===== config.mk =====
export PLATFORM = sky130hd
export DESIGN_NAME = cmoi_ram
export DESIGN_NICKNAME = d
export VERILOG_FILES = /design/src/design/cmoi_ram.sv
export SDC_FILE = /design/constraint.sdc
export NUM_CORES = 2
export LEC_CHECK = 0
export ABC_AREA = 1
export BUFFER_PORTS_ARGS = -buffer_cell sky130_fd_sc_hd__buf_2
export CELL_PAD_IN_SITES_DETAIL_PLACEMENT = 2
export CELL_PAD_IN_SITES_GLOBAL_PLACEMENT = 2
export CORE_ASPECT_RATIO = 2
export CORE_MARGIN = 2
export CORE_UTILIZATION = 35
export CTS_BUF_LIST = sky130_fd_sc_hd__clkbuf_16
export DETAILED_ROUTE_END_ITERATION = 16
export HOLD_SLACK_MARGIN = 0.05
export PLACE_DENSITY_LB_ADDON = 0.15
export SLEW_MARGIN = 20
export SYNTH_ARGS = -nofsm -noshare
export SYNTH_HDL_FRONTEND = slang
export SYNTH_SLANG_ARGS = --single-unit

===== constraint.sdc =====
create_clock -name clk -period 3.9 [get_ports clk]
set_input_delay 0.78 -clock clk [delete_from_list [all_inputs] [get_ports clk]]
set_output_delay 0.78 -clock clk [all_outputs]
set_load 0.05 [all_outputs]

===== src/design/cmoi_ram.sv =====
// Generic single-write, single-read synchronous RAM with registered read data.
// Standalone; no package dependency.
`timescale 1ns / 1ps

module cmoi_ram #(
  parameter int WIDTH = 8,
  parameter int DEPTH = 256
) (
  input  logic                     clk,
  input  logic                     we,
  input  logic [$clog2(DEPTH)-1:0] waddr,
  input  logic [WIDTH-1:0]         wdata,
  input  logic [$clog2(DEPTH)-1:0] raddr,
  output logic [WIDTH-1:0]         rdata
);

  logic [WIDTH-1:0] mem [DEPTH];

  always_ff @(posedge clk) begin
    if (we) begin
      mem[waddr] <= wdata;
    end
    rdata <= mem[raddr];
  end

endmodule


==> flow_summary.json <==
{
  "hold_class": "in -> reg",
  "antenna_found_initial": 7,
  "reg2reg_depth": 10,
  "slew_headroom_pct": 25.8,
  "syn_nets": 7029,
  "grt_remaining_overflow": 0,
  "ys.flop_type": "edfxtp_1",
  "yosysTopAreaCellShare_pct": 73.7,
  "power.leakage_nw": 33.6,
  "numCtsBuffers": 193,
  "grt_max_degree": 100,
  "synth_common_cells": "nand2_1, edfxtp_1, nand3_1",
  "cap_violations": 0,
  "cts_resized": 0,
  "ios": 34,
  "clk_pin_slew_ns": 0.06,
  "cp-end-kind": "register",
  "syn_area_sq_um": 83400,
  "ant_nets": 0,
  "dr.pass1.iters": 6,
  "cts_buffer_depth": 4,
  "r2r_start": "mem[123][1]",
  "drv_slew": 0,
  "min_period_over_period_pct": 77.1,
  "vias": 57044,
  "post_synth.cell_area_avg_sq_um": 11.9,
  "ff2ff_setup_slack_ns": 1.44,
  "portBuffers": 33,
  "crit_required_ns": 4.70,
  "yosysUniqueCellTypes": 14,
  "synth_top_area_cell": "edfxtp_1",
  "cts_tree": "yes",
  "seq_area_frac_synth_pct": 73.9,
  "die_x_microns": 349,
  "core-area_sq_um": 237000,
  "regArea_sq_um": 61700,
  "grt_pass1_vias": 63350,
  "clock_skew_ns": 0.0349,
  "drcViolationCount": 0,
  "rsz0062_at_grt": "no",
  "worst_setup_path_start_kind": "primary input",
  "cts-htree-levels": 4,
  "place_congestion": 0.838,
  "placedCellCount": 10097,
  "path_class": "in -> reg",
  "hold_depth": 1,
  "grt_usage_pct": 25.8,
  "hold_buffers": 0,
  "finalSetupViolations": 0,
  "worst_pin_slew_ns": 1.11,
  "final_cell_count_no_fill": 10440,
  "nets": 7258,
  "rows": 253,
  "clk_latency_ns": 0.86,
  "hp-start": "wdata[4]",
  "cts_setup_buffers": 0,
  "area_growth_pct": 14.7,
  "p_per_area_nw_per_um2": 481,
  "clock-sinks": 2056,
  "synth_most_common_cell": "nand2_1",
  "grt_pass1_wl_microns": 452000,
  "cp.arrival_ns": 3.81,
  "crit_path_max_fanout": 47,
  "syn_inst": 7003,
  "viasPerCell": 5.46,
  "yosys-top-cells-area": "edfxtp_1, nand3_1, nand2_1",
  "wirelength_microns": 315000,
  "ir_drop_uv": 302,
  "die_h_microns": 694,
  "async_flop_share_pct": 0,
  "setup-tns-final_ns": 0,
  "ys.warnings.count": 0,
  "nFillCells": 24233,
  "dieArea_sq_um": 242000,
  "ys_seq_elements": 2056,
  "fmax_ghz": 0.332,
  "multi_input_area_sq_um": 19200,
  "reg2reg_to": "rdata[1]",
  "drive_gt1_share_pct": 10.7,
  "synth_edf_count": 2048,
  "start_util_pct": 35.2,
  "post-route-min-period_ns": 3.01,
  "dp_hpwl_microns": 206000,
  "hold_end": "mem[122][4]",
  "initialDrtViolationCount": 3642,
  "cts_root_buffer": "clkbuf_16",
  "post-route-util_pct": 40.3,
  "wl_per_cell_microns": 30.2,
  "hold_viol": 0,
  "status": "complete, no violations"
}
[report_power, final]
part / total, mW / internal, mW / switching, mW
Combinational: 3.35 / 0.809 / 2.54
Clock: 18.3 / 9.84 / 8.47
Sequential: 24.4 / 24.3 / 0.0410
Total: 46.0 / 35.0 / 11.1
[sequential cells by signal, indices dropped and copies added (netlist names)]
register,count
rdata,8
mem,2048
[cell type report]
| class | instances | area share [%] |
|---|---|---|
| Sequential cell | 2056 | 64.5 |
| Antenna cell | 3 | 0.00785 |
| Timing Repair Buffer | 517 | 5.19 |
| Multi-Input combinational cell | 4425 | 20.0 |
| Inverter | 39 | 0.191 |
| Clock inverter | 141 | 0.899 |
| Clock buffer | 199 | 5.21 |
| Tap cell | 3060 | 4.00 |
[placed cells by master (no fill, tap or decap), types with 2 or more instances in the layout]
cell type and n:
nand2_1 2108, edfxtp_1 2048, nand3_1 2019, buf_4 401, nor2_1 283, clkbuf_16 199, buf_12 84, inv_1 81
clkinv_1 43, clkinv_2 35, buf_2 20, nand2_2 15, buf_8 11, bufinv_16 10, dfxtp_1 8, clkinvlp_4 5
diode_2 3, inv_8 2
[kinds of logic (layout without fill, tap and decap cells)]
| group | count (synthesis) | after routing | synth area share, % |
|---|---|---|---|
| other | 0 | 3 | 0 |
| DFF | 2056 | 2056 | 73.9 |
| buffers and inverters | 522 | 896 | 3.12 |
| and+or+nand+nor | 4425 | 4425 | 22.9 |
[worst max-delay path: stages]
cell and delay, ns:
buf_8 0.16, inv_16 0.30, buf_12 0.25, buf_12 0.24, buf_4 0.20, nand2_1 0.06
nand3_1 0.08, nand3_1 0.12, nand3_1 0.12, nand3_1 0.13, nand3_1 0.54, nand3_1 0.28
nand2_1 0.17, nand2_1 0.11, nand2_1 0.12
[how the worst max path moves through the flow]
stage	cells past startpoint	startpoint	endpoint	slack (ns)
after global routing	15	raddr[0]	rdata[7]	0.87
final	15	raddr[0]	rdata[7]	0.89
after CTS	15	raddr[0]	rdata[7]	0.93
after floorplan	4	we	mem[162][0]	1.63
after detailed placement	15	raddr[0]	rdata[7]	0.003
after global placement	13	raddr[1]	rdata[7]	0.003
[stage by stage]
step | hold WS [ns] | total power, mW | setup slack (ns) | area, sq um
4_1_cts | 0.276 | 46.5 | 0.925 | 95700
2_1_floorplan | 0.835 | 26.4 | 1.63 | 83400
5_1_grt | 0.321 | 47.3 | 0.871 | 95700
3_3_place_gp | 1.00 | 28.2 | 0.00330 | 89800
6_report | 0.332 | 46.0 | 0.891 | 95700
3_5_place_dp | 0.999 | 28.3 | 0.00336 | 89800
[layer usage]
layer / vias up / wire, microns / GRT usage [%]
li1: 25274 / - / -
met1: 30211 / 115000 / 27.9
met4: 0 / 20500 / 14.8
met5: - / 0 / 0
met3: 570 / 7920 / 2.27
met2: 989 / 172000 / 48.9
(Power assumes the default switching activity.)
