**src/design/cmoi_pkg.sv**
```systemverilog
// Shared types and constants for the costmap obstacle inflation block.
// Used by the top level, cmoi_ctrl, cmoi_update and the testbench; depends on nothing.
`timescale 1ns / 1ps

package cmoi_pkg;

  // Input item action codes
  localparam logic [1:0] ACT_CLEAR = 2'd0;
  localparam logic [1:0] ACT_MARK  = 2'd1;
  localparam logic [1:0] ACT_READ  = 2'd2;
  localparam logic [1:0] ACT_TABLE = 2'd3;

  // Configuration register indexes
  localparam logic [1:0] CFG_GRID_WIDTH  = 2'd0;
  localparam logic [1:0] CFG_GRID_HEIGHT = 2'd1;
  localparam logic [1:0] CFG_INFLATION   = 2'd2;

  // Cell cost codes
  localparam logic signed [7:0] COST_UNKNOWN = -8'sd1;
  localparam logic signed [7:0] COST_FREE    = 8'sd0;
  localparam logic signed [7:0] COST_LETHAL  = 8'sd100;
  localparam logic [6:0]        TABLE_LETHAL = 7'd100;

  localparam int TABLE_AW    = 9;
  localparam int TABLE_DEPTH = 512;

  typedef enum logic [2:0] {
    ST_INIT,   // clearing pass after reset, writes unknown
    ST_IDLE,
    ST_FILL,   // clear item, writes free
    ST_SWEEP,  // one neighbor probe per cycle
    ST_DRAIN,  // last update write lands
    ST_READ    // read data present, wait for output slot
  } state_t;

  // One neighbor probe handed from the sequencer to the update stage
  typedef struct packed {
    logic valid;
    logic center;
    logic in_grid;
  } probe_t;

endpackage

```
**src/design/cmoi_ctrl.sv**
```systemverilog
// Sequencer: item intake, clearing sweeps, neighbor sweep and read timing.
// Depends on cmoi_pkg.
`timescale 1ns / 1ps

module cmoi_ctrl #(
  parameter int XW = 8,
  parameter int YW = 8
) (
  input  logic                   clk,
  input  logic                   rst,
  input  logic                   in_valid,
  output logic                   in_ready,
  input  logic [1:0]             action,
  input  logic [7:0]             cell_x,
  input  logic [7:0]             cell_y,
  input  logic [8:0]             used_w,
  input  logic [8:0]             used_h,
  input  logic [3:0]             radius,
  input  logic                   out_free,
  output logic                   rd_load,
  output logic                   rd_in_grid,
  output logic [XW+YW-1:0]       grid_raddr,
  output logic [8:0]             tbl_raddr,
  output cmoi_pkg::probe_t       probe,
  output logic                   fill_we,
  output logic [XW+YW-1:0]       fill_addr,
  output logic signed [7:0]      fill_val
);

  import cmoi_pkg::*;

  localparam int AW = XW + YW;

  state_t              state;
  state_t              state_next;
  logic [7:0]          ox;
  logic [7:0]          oy;
  logic signed [4:0]   dx;
  logic signed [4:0]   dy;
  logic [AW-1:0]       fill_cnt;
  logic                fill_free;
  logic                accept;
  logic                center_in;
  logic signed [4:0]   rs;
  logic                last_col;
  logic                sweep_done;
  logic                fill_done;
  logic signed [9:0]   nx;
  logic signed [9:0]   ny;
  logic                n_in;
  logic [3:0]          adx;
  logic [3:0]          ady;
  logic [7:0]          sqx;
  logic [7:0]          sqy;

  assign accept     = in_valid && (state == ST_IDLE);
  assign center_in  = ({1'b0, cell_x} < used_w) && ({1'b0, cell_y} < used_h);
  assign rs         = $signed({1'b0, radius});
  assign last_col   = (dx == rs);
  assign sweep_done = last_col && (dy == rs);
  assign fill_done  = (fill_cnt == '1);

  // Neighbor coordinates and squared distance
  assign nx   = $signed({2'b00, ox}) + $signed({{5{dx[4]}}, dx});
  assign ny   = $signed({2'b00, oy}) + $signed({{5{dy[4]}}, dy});
  assign n_in = !nx[9] && !ny[9] && (nx[8:0] < used_w) && (ny[8:0] < used_h);
  assign adx  = dx[4] ? 4'(~dx + 5'd1) : dx[3:0];
  assign ady  = dy[4] ? 4'(~dy + 5'd1) : dy[3:0];
  assign sqx  = {4'b0000, adx} * {4'b0000, adx};
  assign sqy  = {4'b0000, ady} * {4'b0000, ady};

  always_ff @(posedge clk) begin
    if (rst) begin
      state      <= ST_INIT;
      fill_cnt   <= '0;
      fill_free  <= 1'b0;
      dx         <= '0;
      dy         <= '0;
      rd_in_grid <= 1'b0;
    end else begin
      state <= state_next;
      if (accept) begin
        ox         <= cell_x;
        oy         <= cell_y;
        rd_in_grid <= center_in;
        if (action == ACT_MARK && center_in) begin
          dx <= -rs;
          dy <= -rs;
        end
        if (action == ACT_CLEAR) begin
          fill_cnt  <= '0;
          fill_free <= 1'b1;
        end
      end
      if (state == ST_INIT || state == ST_FILL) begin
        fill_cnt <= fill_cnt + 1'b1;
      end
      if (state == ST_SWEEP) begin
        if (sweep_done) begin
          dx <= '0;
          dy <= '0;
        end else if (last_col) begin
          dx <= -rs;
          dy <= dy + 5'sd1;
        end else begin
          dx <= dx + 5'sd1;
        end
      end
    end
  end

  always_comb begin
    state_next = state;
    unique case (state)
      ST_INIT, ST_FILL: begin
        if (fill_done) state_next = ST_IDLE;
      end
      ST_IDLE: begin
        if (accept) begin
          unique case (action)
            ACT_CLEAR: state_next = ST_FILL;
            ACT_MARK:  state_next = center_in ? ST_SWEEP : ST_IDLE;
            ACT_READ:  state_next = ST_READ;
            ACT_TABLE: state_next = ST_IDLE;
            default:   state_next = ST_IDLE;
          endcase
        end
      end
      ST_SWEEP: begin
        if (sweep_done) state_next = ST_DRAIN;
      end
      ST_DRAIN: state_next = ST_IDLE;
      ST_READ: begin
        if (out_free) state_next = ST_IDLE;
      end
      default: state_next = ST_IDLE;
    endcase
  end

  always_comb begin
    in_ready      = (state == ST_IDLE);
    fill_we       = (state == ST_INIT) || (state == ST_FILL);
    fill_addr     = fill_cnt;
    fill_val      = fill_free ? COST_FREE : COST_UNKNOWN;
    rd_load       = (state == ST_READ) && out_free;
    probe.valid   = (state == ST_SWEEP);
    probe.center  = (dx == 5'sd0) && (dy == 5'sd0);
    probe.in_grid = n_in;
    tbl_raddr     = {1'b0, sqx} + {1'b0, sqy};
    unique case (state)
      ST_IDLE:  grid_raddr = {YW'(cell_y), XW'(cell_x)};
      ST_SWEEP: grid_raddr = {YW'(ny[8:0]), XW'(nx[8:0])};
      default:  grid_raddr = {YW'(oy), XW'(ox)};
    endcase
  end

endmodule

```
**config.mk**
```make
export PLATFORM = sky130hd
export DESIGN_NAME = cmoi_ctrl
export DESIGN_NICKNAME = d
export VERILOG_FILES = /design/src/design/cmoi_pkg.sv /design/src/design/cmoi_ctrl.sv
export SDC_FILE = /design/constraint.sdc
export NUM_CORES = 1
export LEC_CHECK = 0
export BUFFER_PORTS_ARGS = -buffer_cell sky130_fd_sc_hd__buf_2
export CORE_ASPECT_RATIO = 0.6
export CORE_UTILIZATION = 55
export CTS_CLUSTER_SIZE = 12
export DETAILED_ROUTE_END_ITERATION = 8
export GPL_ROUTABILITY_DRIVEN = 0
export GPL_TIMING_DRIVEN = 0
export MAX_ROUTING_LAYER = met4
export PLACE_DENSITY = 0.8
export SLEW_MARGIN = 20
export SYNTH_ARGS = -nofsm -noshare
export SYNTH_HDL_FRONTEND = slang
export SYNTH_SLANG_ARGS = --single-unit
```
**constraint.sdc**
```tcl
create_clock -name clk -period 5.5 [get_ports clk]
set_input_delay 0.275 -clock clk [delete_from_list [all_inputs] [get_ports clk]]
set_output_delay 0.275 -clock clk [all_outputs]
set_load 0.02 [all_outputs]
```
==> out/metrics.yaml, run 1 <==
whs_ns: 0.182
final_antenna_net_count: 0
placed_area_um2: 5760
crit_top_cell: "fa_1"
overflow: 0
period_needed_ns: 5.30
routed_wirelength_um: 14800
dpl.hpwl_um: 11800
area.growth.synth_to_final_pct: 18.8
syn_nets: 748
antenna_cells: 0
crit-reg2reg-launch: "dy[2]"
drive_gt1_share_pct: 22.7
hold_violations: 0
cts_buffers: 5
avgViaCountPerCell: 6.07
clock.fmax_mhz: 189
hold_path_class: "primary input to flip-flop"
synth_area_um2: 5110
synth_area_per_cell_um2: 8.25
yosysMostFrequentCell: "ha_1"
htree_levels: 2
grt_pass1_vias: 5013
yosys.area.top_type: "ha_1"
synth-async-reset-ratio_pct: 0
row_count: 26
fill_cells: 741
cpMaxStageDelayCell: "fa_1"
grt_first_pass_wirelength_um: 24300
fp.dieH_um: 76.6
synth_sequential_area_ratio_pct: 21.6
slew_headroom_pct: 39.3
critPathLaunchType: "flip-flop"
fin_area_um2: 6070
crit_path_max_fanout: 10
critical_path_buf_inv_count: 6
pre_cts_slack_ns: -0.0607
first_pass_iters: 5
cts-root-buf: "clkbuf_16"
layout.nets: 864
peakVddDrop_mv: 0.117
post-route-period-util_pct: 96.4
clkTransAtPathRegs_ns: 0.07
vias: 5147
io_pins: 100
cts_max_path_buffers: 2
cap_violations: 0
clock_skew_ns: 0.00368
yosys_register_bits: 47
multiInputGateArea_um2: 3660
setup_violations: 0
layout_setup_ws_ns: 0.197
start_util_pct: 58.4
slew_violations: 0
crit_path_end_kind: "output pin"
yosysWarnings: 0
synth_flop_cell: "dfxtp_1"
required_ns: 5.22
final_cells: 848
synth_top_area_share_pct: 17.4
min_from: "cell_y[0]"
synth.area.top_cells: "ha_1 17%, dfxtp_1 12%, edfxtp_1 9.4%, fa_1 5.5%, inv_1 4.5%"
worst_pin_slew_ns: 0.910
synth_cell_types: 71
path_delay_family: "adder cells"
crit_arrival_ns: 5.03
crit_path_start: "dx[4]"
core_area_um2: 8750
grt_max_degree: 16
cts.hold.buffers_added: 0
synth_common_cells: "71 x ha_1, 61 x inv_1, 50 x nand2_1"
outcome: "finished clean"
cts_tree: "done"
ff_latch_area_um2: 1110
syn_inst: 619
drc: 0
clock-sinks: 47
insertion_delay_ns: 0.30
p_leak_nw: 2.94
crit_type: "flip-flop to output pin"
wire_per_inst_um: 17.5
die_w_um: 126
antenna_found_initial: 0
portBuffers: 97
place_inst: 830
dieArea_um2: 9690
power_density_nw_per_um2: 131
crit_chain: "buf_4 -> o31ai_2 -> xor2_1 -> nor2_1 -> fa_1 -> inv_1 -> fa_1 -> inv_1 -> fa_1 -> inv_1 -> fa_1 -> inv_1 -> ha_1 -> fa_1 -> a21o_1 -> a21oi_2 -> xnor2_1 -> buf_2"
grtUsageTotal_pct: 32.2
drtIter0Drc: 393
cpPeakStageDelay_ns: 0.53
synth_edf_count: 16
[final timing paths]
path,endpoint,depth (start not counted),slack [ns]
worst min-delay path,oy[0],1,0.18
worst max register to register,dy[0],7,3.19
worst min register to register,rd_in_grid,2,0.50
worst max-delay path,tbl_raddr[7],18,0.20
[placed cells by master (no fill, tap or decap), types with 5 or more instances in the layout]
master     netlist  final
inv_1           61     60
o21ai_0         33     33
o211ai_1        11     11
nand2_1         50     50
nor2_1          48     45
edfxtp_1        16     16
clkbuf_16        0      5
o21bai_1         5      5
a211oi_1         5      5
buf_4            9     20
nand2b_1         9      9
fa_1            14     14
xnor2_1         18     16
nor3_1          13     12
and3_1           8      8
clkbuf_1        15     11
a31oi_1          7      7
a21o_1          12     12
ha_1            71     70
buf_2            3    100
a21oi_1         37     36
dfxtp_1         31     25
nand3_1         25     25
xor2_1          21     21
mux2i_1         17     16
o21ai_1          5      5
[state kept, by name, summed over array words and instances, names as in the netlist]
name        count
dy              5
dx              5
rd_in_grid      1
fill_free       1
state           3
oy              8
ox              8
fill_addr      16
[metal layers]
layer	vias to the layer above	GRT usage [%]	routed length (um)
met4	0	6.39	187
met1	2422	43.7	6650
li1	2437	-	-
met3	30	6.25	1480
met5	-	-	0
met2	258	50.0	6490
[what timing repair did]
item / in CTS / in global routing
endpoints found under the setup margin: 4 / 2
pin swaps: 1 / 3
setup buffers: 1 / 9
gates resized for setup: 14 / 17
endpoints found under the hold margin: 0 / 0
cloned: 0 / 0
[cells by family after synthesis]
| kind of cell | count (synthesis) | synth area share, % |
|---|---|---|
| AOI/OAI and AO/OA | 152 | 19.5 |
| DFF | 47 | 21.6 |
| xor gates and xnor gates | 39 | 6.69 |
| buffers and inverters | 93 | 7.87 |
| adders and majority gates | 85 | 22.9 |
| muxes | 17 | 3.33 |
| and+or+nand+nor | 186 | 18.2 |
[metrics by stage]
stage          utilization, %  total power [W]  TNS (ns)
3_3_place_gp             65.5         0.000475         0
6_report                 69.3         0.000793         0
2_1_floorplan               -         0.000438         0
3_5_place_dp             65.8         0.000482   -0.0607
5_1_grt                  69.3         0.000823  -0.00567
4_1_cts                  67.9         0.000791         0
[worst reg2reg max path: stages, from the launching register on]
cell,delay (ns)
dfxtp_1,0.38
buf_2,0.27
xnor2_1,0.16
nand2_1,0.10
nor4_2,0.64
nor2_1,0.19
a32oi_1,0.32
a21oi_1,0.12
[cell type report]
cell class,count,share of cell area (%)
Inverter,62,3.90
Clock inverter,2,0.268
Multi-Input combinational cell,479,60.3
Clock buffer,6,2.12
Timing Repair Buffer,109,9.75
Buffer,31,3.01
Tap cell,112,2.31
Sequential cell,47,18.4
[where the power goes]
part	total [W]	switching, W	internal (W)	leakage, nW
combinational	0.000114	0.0000680	0.0000463	2.47
sequential	0.000362	0.00000243	0.000359	0.398
clock	0.000317	0.000146	0.000171	0.0675
total	0.000793	0.000216	0.000577	2.94
(Power assumes the default switching activity.)
==> inputs of run 2 (changes only) <==
- CORE_UTILIZATION: 55 -> 35
- PLACE_DENSITY: 0.8 -> not set
- SETUP_SLACK_MARGIN: not set -> 0.4
==> run 2 against run 1 <==
Against the previous run: register-to-register slack worse by 0.03 ns; non-clock buffer count is 11 higher; sequential share of layout area is 0.64 points lower; maximum frequency is 6.3% higher; largest cell class unchanged.
==> out/metrics.yaml, run 2 (synthesized netlist as in run 1, its figures left out) <==
layout.nets: 875  # was 864
slew_headroom_pct: 29.6  # was 39.3%
area.growth.synth_to_final_pct: 23.8  # was 18.8%
grt_max_degree: 18  # was 16
largest_reg_flops: 16  # unchanged
ff_latch_area_um2: 1120  # was 1110 um^2
insertion_delay_ns: 0.30  # about the same
first_pass_iters: 5  # unchanged
crit_type: "flip-flop to output pin"  # unchanged
antenna_found_initial: 0  # unchanged
rsz0062_at_grt: "true"
post-route-period-util_pct: 90.7  # was 96.4%
overflow: 0  # unchanged
hold_violations: 0  # unchanged
period_needed_ns: 4.99  # was 5.30 ns
core_area_um2: 14000  # was 8750 um^2
multiInputGateArea_um2: 3710  # was 3660 um^2
drive_gt1_share_pct: 25.6  # was 22.7%
routed_wirelength_um: 14900  # was 14800 um
fin_area_um2: 6320  # was 6070 um^2
fp.dieH_um: 95.6  # was 76.6 um
cts-root-buf: "clkbuf_16"  # unchanged
hold_path_class: "primary input to flip-flop"  # unchanged
finalPower_w: 0.000804  # was 0.000793 W
portBuffers: 97  # unchanged
drc: 0  # unchanged
antenna_cells: 0  # unchanged
peakVddDrop_mv: 0.108  # was 0.117 mV
dpl.hpwl_um: 11800  # about the same
wire_per_inst_um: 15.9  # was 17.5 um
power_density_nw_per_um2: 127  # was 131 nW/um^2
clkTransAtPathRegs_ns: 0.08  # was 0.07 ns
clock.fmax_mhz: 200  # was 189 MHz
placed_area_um2: 5840  # was 5760 um^2
critPathLaunchType: "flip-flop"  # unchanged
drtIter0Drc: 336  # was 393
cts_tree: "done"  # unchanged
layout_common_cells: "98 x buf_2, 68 x ha_1, 56 x inv_1"  # was 100 x buf_2, 70 x ha_1, 60 x inv_1
p_leak_nw: 3.00  # was 2.94 nW
crit_path_max_fanout: 7  # was 10
final_cells: 939  # was 848
grt_pass1_vias: 4819  # was 5013
crit_arrival_ns: 4.72  # was 5.03 ns
cts_buffers: 5  # unchanged
die_w_um: 158  # was 126 um
place_inst: 909  # was 830
clock_skew_ns: 0.00946  # was 0.00368 ns
grtUsageTotal_pct: 21.0  # was 32.2%
outcome: "finished clean"  # unchanged
fill_cells: 1440  # was 741
htree_levels: 2  # unchanged
crit_path_end_kind: "output pin"  # unchanged
slew_violations: 0  # unchanged
grt_first_pass_wirelength_um: 24100  # was 24300 um
vias: 5000  # was 5147
final_antenna_net_count: 0  # unchanged
start_util_pct: 36.6  # was 58.4%
row_count: 33  # was 26
cap_violations: 0  # unchanged
final_common_cell: "buf_2"  # unchanged
cts_max_path_buffers: 2  # unchanged
dieArea_um2: 15100  # was 9690 um^2
setup_violations: 0  # unchanged
worst_pin_slew_ns: 1.05  # was 0.910 ns
avgViaCountPerCell: 5.32  # was 6.07
required_ns: 5.22  # about the same
io_pins: 100  # unchanged
clock-sinks: 47  # unchanged
-- run 2: timing repair --
action | 4_1_cts | 5_1_grt
endpoints found under the setup margin | 5 | 2
gates resized for setup | 36 | 23
endpoints found under the hold margin | 0 | 0
pin swaps | 5 | 14
gates cloned | 0 | 0
hold buffers | 0 | 0
setup buffers | 12 | 10
-- run 2: worst paths after layout --
kind	from	endpoint	slack, ns	cells past startpoint
worst max-delay path	dx[2]	tbl_raddr[7]	0.51	18
worst min-delay path	cell_y[0]	oy[0]	0.19	1
worst max register to register	state[2]	ox[4]	3.16	5
worst min register to register	rd_in_grid	rd_in_grid	0.51	2
-- run 2: metal layers --
layer,wire length (um),track usage (%)
met4,116,3.37
met2,6090,30.6
met1,7840,30.3
met3,884,3.86
met5,0,-
-- run 2: stage by stage --
stage / hold WS, ns / util (%) / TNS, ns / setup slack (ns)
after floorplan: 0.374 / - / 0 / 0.573
after global placement: 0.486 / 41.8 / 0 / 0.0511
after detailed placement: 0.489 / 41.9 / -0.0782 / -0.0719
after CTS: 0.180 / 44.4 / 0 / 0.377
after global routing: 0.186 / 45.3 / 0 / 0.314
final: 0.185 / 45.3 / 0 / 0.509
-- run 2: layout make-up --
cell class	count	area share (%)
clock inverter	3	0.416
multi-input combinational	479	58.7
tap	192	3.80
inverter	62	3.72
buffer	31	3.21
clock buffer	5	1.98
timing repair buffer	120	10.5
sequential	47	17.7
-- run 2: power by group --
part / internal (W) / leakage (nW) / switching, W
clock: 0.000174 / 0.0767 / 0.000156
combinational: 0.0000459 / 2.53 / 0.0000668
sequential: 0.000358 / 0.399 / 0.00000241
total: 0.000579 / 3.00 / 0.000226
-- run 2: worst max-delay path, stage by stage, from the launching register on --
cell and delay, ns:
dfxtp_4 0.35, buf_8 0.13, o31ai_4 0.29, xor2_2 0.20, nor2_2 0.08, fa_1 0.55, inv_2 0.04, fa_1 0.53
inv_2 0.04, fa_1 0.49, inv_2 0.04, fa_1 0.47, inv_1 0.04, ha_2 0.19, fa_2 0.36, a21o_1 0.21
a21oi_2 0.13, xnor2_1 0.13, buf_4 0.16
