[src/design/cmoi_pkg.sv]
// Shared types and constants for the costmap obstacle inflation block.
// Used by the top level, cmoi_ctrl, cmoi_update and the testbench; depends on nothing.
`timescale 1ns / 1ps

package cmoi_pkg;

  // Input item action codes
  localparam logic [1:0] ACT_CLEAR = 2'd0;
  localparam logic [1:0] ACT_MARK  = 2'd1;
  localparam logic [1:0] ACT_READ  = 2'd2;
  localparam logic [1:0] ACT_TABLE = 2'd3;

  // Configuration register indexes
  localparam logic [1:0] CFG_GRID_WIDTH  = 2'd0;
  localparam logic [1:0] CFG_GRID_HEIGHT = 2'd1;
  localparam logic [1:0] CFG_INFLATION   = 2'd2;

  // Cell cost codes
  localparam logic signed [7:0] COST_UNKNOWN = -8'sd1;
  localparam logic signed [7:0] COST_FREE    = 8'sd0;
  localparam logic signed [7:0] COST_LETHAL  = 8'sd100;
  localparam logic [6:0]        TABLE_LETHAL = 7'd100;

  localparam int TABLE_AW    = 9;
  localparam int TABLE_DEPTH = 512;

  typedef enum logic [2:0] {
    ST_INIT,   // clearing pass after reset, writes unknown
    ST_IDLE,
    ST_FILL,   // clear item, writes free
    ST_SWEEP,  // one neighbor probe per cycle
    ST_DRAIN,  // last update write lands
    ST_READ    // read data present, wait for output slot
  } state_t;

  // One neighbor probe handed from the sequencer to the update stage
  typedef struct packed {
    logic valid;
    logic center;
    logic in_grid;
  } probe_t;

endpackage

[src/design/cmoi_update.sv]
// Update stage: takes the registered grid and table reads of one probe and
// writes back the raised cost or, at the center, lethal. Depends on cmoi_pkg.
`timescale 1ns / 1ps

module cmoi_update #(
  parameter int AW = 16
) (
  input  logic                  clk,
  input  logic                  rst,
  input  cmoi_pkg::probe_t      probe,
  input  logic [AW-1:0]         probe_addr,
  input  logic [7:0]            cur_cost,
  input  logic [6:0]            tbl_cost,
  output logic                  we,
  output logic [AW-1:0]         waddr,
  output logic [7:0]            wdata
);

  import cmoi_pkg::*;

  probe_t        probe_q;
  logic [AW-1:0] addr_q;
  logic          raise;

  always_ff @(posedge clk) begin
    if (rst) begin
      probe_q <= '0;
    end else begin
      probe_q <= probe;
    end
    addr_q <= probe_addr;
  end

  // Raise to the table cost; a zero cost lies beyond the radius
  assign raise = (tbl_cost != 7'd0) && ($signed(cur_cost) < $signed({1'b0, tbl_cost}));

  assign we    = probe_q.valid && probe_q.in_grid && (probe_q.center || raise);
  assign waddr = addr_q;
  assign wdata = probe_q.center ? COST_LETHAL : {1'b0, tbl_cost};

endmodule

[config.mk]
export PLATFORM = sky130hd
export DESIGN_NAME = cmoi_update
export DESIGN_NICKNAME = d
export VERILOG_FILES = /design/src/design/cmoi_pkg.sv /design/src/design/cmoi_update.sv
export SDC_FILE = /design/constraint.sdc
export NUM_CORES = 1
export LEC_CHECK = 0
export BUFFER_PORTS_ARGS = -buffer_cell sky130_fd_sc_hd__buf_2
export CAP_MARGIN = 20
export CORE_MARGIN = 1
export CORE_UTILIZATION = 31
export DETAILED_ROUTE_END_ITERATION = 8
export PLACE_DENSITY = 0.73
export SYNTH_ARGS = -nofsm -noshare
export SYNTH_HDL_FRONTEND = slang
export SYNTH_SLANG_ARGS = --single-unit
[constraint.sdc]
create_clock -name clk -period 1.3 [get_ports clk]
set_input_delay 0.195 -clock clk [delete_from_list [all_inputs] [get_ports clk]]
set_output_delay 0.195 -clock clk [all_outputs]
set_load 0.1 [all_outputs]
==> results of run 1 <==
==> worst max-delay path by stage <==
| stage | start | endpoint | depth (start not counted) |
|---|---|---|---|
| 2_1_floorplan | probe_q[1] | we | 4 |
| 3_3_place_gp | tbl_cost[6] | we | 8 |
| 3_5_place_dp | tbl_cost[6] | we | 8 |
| 4_1_cts | probe_q[1] | we | 5 |
| 5_1_grt | tbl_cost[6] | we | 8 |
| 6_report | tbl_cost[6] | we | 8 |
==> cell usage in the layout (no fill, tap or decap), types with 2 or more instances in the layout <==
cell type | Yosys | final
or2_4 | 1 | 3
ha_4 | 0 | 2
buf_6 | 0 | 2
ha_1 | 6 | 4
nor2_4 | 0 | 3
dfxtp_1 | 19 | 18
buf_2 | 0 | 51
inv_1 | 6 | 5
nand2_1 | 2 | 2
buf_4 | 1 | 11
dlygate4sd3_1 | 0 | 13
clkbuf_4 | 0 | 3
nor2b_1 | 3 | 3
buf_12 | 0 | 9
==> what timing repair did <==
item	in CTS	in global routing
setup endpoints to repair	7	8
pin swaps	3	5
endpoints found under the hold margin	11	2
resized for setup	17	4
hold buffers	11	2
buffers inserted	3	2
==> per-layer routing <==
layer / up-vias / part of all wire [%] / track usage [%]
met2: 53 / 54 / 35.6
met1: 323 / 37 / 16.0
li1: 363 / - / -
met4: 0 / 0 / 6.29
met5: - / 0 / 0
met3: 0 / 8.4 / 4.15
==> kinds of logic after synthesis <==
logic type / after synthesis / synth area share [%]
AND/OR/NAND/NOR: 18 / 16.6
AO/OA/AOI/OAI: 6 / 7.03
buffers and inverters: 7 / 4.69
flip-flops: 19 / 59.4
other: 1 / 0.585
adder cells (fa/ha/maj): 6 / 11.7
==> cell type report <==
cell class              instances  area (um^2)
fillers                       131          524
clock buffers                   4         26.3
well taps                      27         33.8
flip-flops and latches         19          384
repair buffers                 86          671
inverters                       6         22.5
multi-input cells              31          300
==> power by group through the flow <==
stage                     Combinational (W)  Sequential (W)  Clock [W]
after CTS                          0.000609        0.000621   0.000290
after global routing               0.000666        0.000626   0.000314
after floorplan                    0.000182        0.000829          0
after detailed placement           0.000544        0.000635          0
final                              0.000641        0.000622   0.000286
after global placement             0.000536        0.000634          0
==> worst max-delay path, delay by kind of cell <==
family	cells	cell delay [ns]
AO/OA/AOI/OAI	3	0.57
adder cells (fa/ha/maj)	1	0.20
buffers and inverters	3	0.35
AND/OR/NAND/NOR	1	0.07
==> per-stage QoR <==
stage          setup slack, ns  hold slack [ns]  power [W]
4_1_cts                 -0.297         0.000505    0.00152
3_3_place_gp            -0.306            0.298    0.00117
6_report                -0.292          0.00859    0.00155
5_1_grt                 -0.371         -0.00453    0.00161
2_1_floorplan           -0.230            0.223    0.00101
3_5_place_dp            -0.377            0.299    0.00118
==> sequential cells by signal, summed over array words and instances (netlist names) <==
name     cells
probe_q      3
waddr       16
==> results.sh, run 1 <==
export IMPL_rsz0062_at_grt="yes"
export IMPL_synth_commonest_cells="19 x dfxtp_1, 6 x ha_1, 6 x inv_1, 4 x nor2_1, 3 x nor2b_1"
export IMPL_p_sw_w=0.000601
export IMPL_fin_util_pct=73.3
export IMPL_wl_per_cell_um=13.0
export IMPL_synth_top_area_cell="dfxtp_1"
export IMPL_crit_fanout=3
export IMPL_nets=189
export IMPL_p_leak_nw=0.723
export IMPL_post_dp_cell_area_mm2=0.00115
export IMPL_ys_seq_elements=19
export IMPL_root_buffer="clkbuf_4"
export IMPL_grt_max_degree=11
export IMPL_p_clk_share_pct=18.5
export IMPL_drive_above_1_share_pct=62.3
export IMPL_cts_made_buffers=3
export IMPL_peakVddDrop_mv=0.945
export IMPL_drc=0
export IMPL_seqPwrFrac_pct=40.2
export IMPL_finalSetupViolCount=7
export IMPL_swShare_pct=38.8
export IMPL_num_rows=16
export IMPL_grt_pass1_vias=734
export IMPL_period_share_pct=122
export IMPL_endpoint_kind="output port"
export IMPL_required_ns=1.11
export IMPL_place_detailed_hpwl_um=1290
export IMPL_drv_slew=0
export IMPL_path_clk_slew_ns=0.10
export IMPL_min_period_ns=1.59
export IMPL_netlist_area_um2=641
export IMPL_h_tree_depth=1
export IMPL_synth_edf_count=0
export IMPL_place_inst=152
export IMPL_syn_nets=99
export IMPL_worstSetupPathType="in2out"
export IMPL_io_pins=61
export IMPL_synth_cell_types=21
export IMPL_drt_total_wl_um=2260
export IMPL_antenna_cells=0
export IMPL_setup_tns_ns=-1.30
export IMPL_start_kind="input pin"
export IMPL_stdcell_count=173
export IMPL_antenna_found_initial=0
export IMPL_grt_pass1_wl_um=2670
export IMPL_crit_path_max_incr_delay_ns=0.28
export IMPL_min_path_type="in2reg"
export IMPL_die_y_um=47.5
export IMPL_via_per_inst=4.27
export IMPL_cts_tree="built"
export IMPL_place_congestion=0.628
export IMPL_combinationalPowerShare_pct=41.4
export IMPL_min_path_cells=1
export IMPL_layout_setup_ws_ns=-0.292
export IMPL_outcome="finished, violations left"
export IMPL_ys_top_cells_by_area="dfxtp_1 59%, ha_1 12%, inv_1 3.5%"
export IMPL_area_growth_synth_to_final_pct=124
export IMPL_die_w_um=47.5
export IMPL_port_buffers=59
export IMPL_ys_async_sr_fraction_pct=0
export IMPL_initial_core_util_pct=32.7
export IMPL_antenna_left=0
export IMPL_yosysTopAreaCellShare_pct=59.4
export IMPL_cts_sinks=19
export IMPL_syn_area_per_cell_um2=11.2
export IMPL_grtUsageTotal_pct=17.3
export IMPL_holdPathEnd="waddr[12]"
export IMPL_yosysMostFrequentCell="dfxtp_1"
export IMPL_yosysSeqAreaShare_pct=59.4
export IMPL_core_region_area_mm2=0.00196
export IMPL_violations="setup timing"
export IMPL_grt_overflow_total=0
export IMPL_hp_start="probe_addr[12]"
export IMPL_crit_arrival_ns=1.40
export IMPL_num_vias=739
export IMPL_synth_flop_cell="dfxtp_1"
export IMPL_cp_cell_sequence="buf_2 -> inv_2 -> ha_4 -> a21oi_2 -> nand2_1 -> a221oi_2 -> o21a_4 -> buf_12"
export IMPL_p_int_w=0.000947
export IMPL_synth_warnings=0
export IMPL_power_density_mw_per_mm2=1080
export IMPL_netlist_instances=57
export IMPL_drtPass1Iterations=1
export IMPL_clock_path_buffers=2
export IMPL_die_area_mm2=0.00225
export IMPL_fmax_ghz=0.628
export IMPL_final_area_mm2=0.00144
export IMPL_final_hold_viol_count=0
export IMPL_maxCapViolations=0
export IMPL_crit_slowest_cell="a221oi_2"
export IMPL_drtIter0Drc=0
Power figures use the tool's default switching activity.
==> run 2: changes to the inputs <==
CORE_UTILIZATION = 34   (was 31)
PLACE_DENSITY = 0.76   (was 0.73)
clock period = 1.6 ns   (was 1.3 ns; I/O delays follow)
==> run 2 against run 1 <==
Net effect:
- the run still ends with setup timing left
- first-iteration DRC count rose by 7
- total power fell by 27%
- critical endpoint unchanged
- count of clock-buffer cells in the layout did not move
- worst setup slack improved by 0.22 ns
==> results.sh, run 2 (synthesized netlist as in run 1, its figures left out) <==
export IMPL_drt_total_wl_um=1470
export IMPL_fmax_ghz=0.596
export IMPL_top_usage_layer="met2"
export IMPL_final_hold_viol_count=0
export IMPL_violations="setup timing"
export IMPL_p_int_w=0.000690
export IMPL_layout_setup_ws_ns=-0.0768
export IMPL_nets=166
export IMPL_drtPass1Iterations=4
export IMPL_layout_commonest_cell="buf_2"
export IMPL_min_period_ns=1.68
export IMPL_combinationalPowerShare_pct=36.3
export IMPL_min_path_type="in2reg"
export IMPL_p_leak_nw=0.575
export IMPL_stdcell_count=148
export IMPL_initial_core_util_pct=36.7
export IMPL_h_tree_depth=1
export IMPL_via_per_inst=4.32
export IMPL_crit_arrival_ns=1.44
export IMPL_antenna_found_initial=0
export IMPL_required_ns=1.36
export IMPL_grtUsageTotal_pct=14.6
export IMPL_layout_common_cells="53 x buf_2, 18 x dfxtp_1, 7 x buf_4"
export IMPL_crit_fanout=3
export IMPL_drv_slew=0
export IMPL_path_clk_slew_ns=0.09
export IMPL_area_growth_synth_to_final_pct=69.1
export IMPL_core_region_area_mm2=0.00175
export IMPL_peakVddDrop_mv=0.871
export IMPL_worstSetupPathType="in2out"
export IMPL_grt_overflow_total=0
export IMPL_cts_made_buffers=3
export IMPL_cts_sinks=19
export IMPL_port_buffers=59
export IMPL_clock_path_buffers=2
export IMPL_finalSetupViolCount=1
export IMPL_grt_max_degree=11
export IMPL_power_density_mw_per_mm2=1050
export IMPL_die_area_mm2=0.00206
export IMPL_swShare_pct=39.4
export IMPL_num_rows=15
export IMPL_cts_hold_buf=0
export IMPL_maxCapViolations=0
export IMPL_io_pins=61
export IMPL_wl_per_cell_um=9.95
export IMPL_antenna_cells=0
export IMPL_drive_above_1_share_pct=63.4
export IMPL_use_met3_pct=3.57
export IMPL_place_congestion=0.603
export IMPL_p_sw_w=0.000448
export IMPL_antenna_left=0
export IMPL_drc=0
export IMPL_place_inst=142
export IMPL_num_vias=639
export IMPL_grt_pass1_wl_um=2050
export IMPL_root_buffer="clkbuf_4"
export IMPL_period_share_pct=105
export IMPL_cts_tree="built"
export IMPL_p_total_w=0.00114
export IMPL_grtUsageMet1_pct=12.1
export IMPL_n_fill_cell=151
export IMPL_rsz0062_at_grt="yes"
export IMPL_place_detailed_hpwl_um=1200
export IMPL_grt_pass1_vias=584
export IMPL_seqPwrFrac_pct=44.3
export IMPL_largest_reg_flops=16
export IMPL_die_w_um=45.4
export IMPL_start_kind="input pin"
export IMPL_drtIter0Drc=7
export IMPL_die_y_um=45.4
export IMPL_p_clk_share_pct=19.5
export IMPL_grtUsageMet2_pct=27.7
export IMPL_outcome="finished, violations left"
export IMPL_endpoint_kind="output port"
## run 2: changes by cell type in the layout (fill, tap and decap cells not counted), moves of 3 or more
cell	before	now
buf_12	9	1
buf_4	11	7
dlygate4sd3_1	13	0
nor2_1	1	4
nor2_4	3	0
## run 2: power groups by stage
| stage | Combinational, W | Clock, W | Sequential [W] |
|---|---|---|---|
| global placement | 0.000385 | 0 | 0.000516 |
| finish | 0.000412 | 0.000222 | 0.000504 |
| detailed placement | 0.000390 | 0 | 0.000517 |
| CTS | 0.000404 | 0.000237 | 0.000504 |
| global route | 0.000430 | 0.000246 | 0.000505 |
| floorplan | 0.000145 | 0 | 0.000673 |
## run 2: critical path, stage by stage
cell and delay [ns]:
buf_2 0.11, inv_2 0.06, ha_4 0.20, a21oi_2 0.12, nand2_1 0.07, a221oi_2 0.27, o21a_2 0.19, buf_12 0.17
## run 2: final timing paths
check / from / endpoint / slack [ns] / cells after the start
worst min-delay path: probe_addr[13] / waddr[13] / 0.05 / 1
worst max-delay path: tbl_cost[6] / we / -0.08 / 8
## run 2: stage by stage
step	util, %	TNS (ns)	area (um^2)	hold slack (ns)	setup slack, ns
CTS	60.7	-0.107	1060	0.0322	-0.107
floorplan	-	-0.929	642	0.268	-0.254
global route	62.1	-0.169	1080	0.0308	-0.169
detailed placement	56.8	-0.172	991	0.344	-0.172
finish	62.1	-0.0768	1080	0.0492	-0.0768
global placement	56.8	-0.108	991	0.342	-0.108
## run 2: what timing repair did
| item | CTS | global route |
|---|---|---|
| setup buffers | 2 | 0 |
| resized for setup | 6 | 7 |
| pin swaps | 1 | 4 |
| setup endpoints to repair | 3 | 4 |
## run 2: final cells by class
type                            count  area (um^2)  share of cell area [%]
Sequential cell                    19          384                    35.5
Timing Repair Buffer               63          353                    32.6
Multi-Input combinational cell     31          267                    24.6
Tap cell                           25         31.3                    2.89
Clock buffer                        4         26.3                    2.42
Inverter                            6         22.5                    2.08
## run 2: routing by layer
metal | vias to the layer above | routed length [um]
met1 | 262 | 529
met2 | 59 | 719
li1 | 316 | -
met4 | 0 | 17
met5 | - | 0
met3 | 2 | 207
==> run 3: changes to the inputs <==
CELL_PAD_IN_SITES_DETAIL_PLACEMENT = 1   (was default)
CELL_PAD_IN_SITES_GLOBAL_PLACEMENT = 1   (was default)
CORE_UTILIZATION = 23   (was 34)
PLACE_DENSITY = default   (was 0.76)
PLACE_DENSITY_LB_ADDON = 0.1   (was default)
==> run 3 against run 2 <==
Net effect:
- the flow still finishes with violations (setup timing)
- wire length increased by 10%
- via count shrank 0.31%
- largest cell class unchanged
- worst hold slack about the same
- critical path depth decreased by 3
- fmax is 1.2% higher
- design area is 1.5% higher
==> results.sh, run 3 (synthesized netlist as in run 1, its figures left out) <==
export IMPL_outcome="finished, violations left"
export IMPL_violations="setup timing"
export IMPL_crit_fanout=4
export IMPL_power_density_mw_per_mm2=1040
export IMPL_num_vias=637
export IMPL_min_path_type="in2reg"
export IMPL_initial_core_util_pct=25.2
export IMPL_p_clk_share_pct=19.4
export IMPL_grt_pass1_vias=604
export IMPL_cp_startpoint="probe_q[1]"
export IMPL_die_y_um=54.8
export IMPL_min_period_ns=1.66
export IMPL_antenna_cells=0
export IMPL_cts_tree="built"
export IMPL_wl_met3_um=127
export IMPL_grt_overflow_total=0
export IMPL_p_int_w=0.000694
export IMPL_fmax_ghz=0.604
export IMPL_die_w_um=54.8
export IMPL_num_rows=18
export IMPL_top_layer="met4"
export IMPL_layout_common_cells="52 x buf_2, 18 x dfxtp_1, 7 x buf_4"
export IMPL_swShare_pct=39.3
export IMPL_area_growth_synth_to_final_pct=71.7
export IMPL_wl_met1_um=619
export IMPL_root_buffer="clkbuf_4"
export IMPL_seqPwrFrac_pct=44.1
export IMPL_io_pins=61
export IMPL_clock_path_buffers=2
export IMPL_drtIter0Drc=1
export IMPL_wl_per_cell_um=10.6
export IMPL_nets=167
export IMPL_fin_util_pct=43.2
export IMPL_grtUsageTotal_pct=11.4
export IMPL_layout_commonest_cell="buf_2"
export IMPL_hp_start="probe_addr[10]"
export IMPL_peakVddDrop_mv=0.654
export IMPL_final_hold_viol_count=0
export IMPL_antenna_found_initial=0
export IMPL_wl_met2_um=868
export IMPL_drc=0
export IMPL_finalSetupViolCount=1
export IMPL_largest_reg_flops=16
export IMPL_place_inst=149
export IMPL_crit_arrival_ns=1.42
export IMPL_cts_sinks=19
export IMPL_period_share_pct=104
export IMPL_antenna_left=0
export IMPL_place_detailed_hpwl_um=1460
export IMPL_dp_slack_ns=-0.145
export IMPL_cts_made_buffers=3
export IMPL_start_kind="flip-flop"
export IMPL_drt_total_wl_um=1630
export IMPL_grt_pass1_wl_um=2330
export IMPL_combinationalPowerShare_pct=36.5
export IMPL_drive_above_1_share_pct=62.9
export IMPL_stdcell_count=154
export IMPL_place_congestion=0.588
export IMPL_via_per_inst=4.14
export IMPL_core_region_area_mm2=0.00254
export IMPL_p_leak_nw=0.586
export IMPL_hold_ws_ns=0.0494
export IMPL_rsz0062_at_grt="yes"
export IMPL_p_total_w=0.00114
export IMPL_maxCapViolations=0
export IMPL_die_area_mm2=0.00300
export IMPL_cts_hold_buf=0
export IMPL_p_sw_w=0.000449
export IMPL_drtPass1Iterations=2
export IMPL_worstSetupPathType="reg2out"
export IMPL_drv_slew=0
export IMPL_port_buffers=59
export IMPL_grt_max_degree=11
export IMPL_layout_setup_ws_ns=-0.0565
export IMPL_path_clk_slew_ns=0.09
export IMPL_endpoint_kind="output port"
export IMPL_h_tree_depth=1
export IMPL_required_ns=1.36
run 3: cell types whose count changed in the layout (fill, tap and decap cells not counted), sizes merged:
| cell | before | now |
|---|---|---|
| clkbuf | 6 | 7 |
run 3: final timing paths:
check / cells after the start / to
max: 5 / we
min: 1 / waddr[10]
run 3: cell type report:
type                    instances  area, um^2
fillers                       319        1450
inverters                       6        22.5
flip-flops and latches         19         384
multi-input cells              31         254
repair buffers                 64         375
clock buffers                   4        26.3
well taps                      30        37.5
run 3: metrics by stage:
stage / area (um^2) / setup TNS [ns]
floorplan: 642 / -0.929
global placement: 1030 / -0.129
detailed placement: 1030 / -0.145
CTS: 1090 / -0.0716
global route: 1100 / -0.127
finish: 1100 / -0.0565
run 3: worst max-delay path, stage by stage, from the launching register on:
cell	delay, ns
dfxtp_4	0.37
or2_4	0.14
nor3_4	0.04
a221oi_2	0.22
o21a_2	0.19
buf_12	0.17
run 3: routing by layer:
| metal | up-vias | GRT usage [%] |
|---|---|---|
| met5 | - | 0 |
| met4 | 0 | 6.41 |
| met3 | 2 | 3.06 |
| met2 | 37 | 21.3 |
| met1 | 277 | 11.0 |
| li1 | 321 | - |
run 3: repair_timing:
action	CTS	global route
hold endpoints to repair	0	0
endpoints found under the setup margin	3	4
pin swaps	1	1
buffers inserted	1	0
gates resized for setup	7	4
run 3: power groups by stage:
stage | Combinational, W | Sequential, W | Clock, W
after global routing | 0.000435 | 0.000507 | 0.000262
after global placement | 0.000400 | 0.000515 | 0
after detailed placement | 0.000405 | 0.000516 | 0
after floorplan | 0.000145 | 0.000673 | 0
after CTS | 0.000416 | 0.000504 | 0.000239
final | 0.000417 | 0.000504 | 0.000222
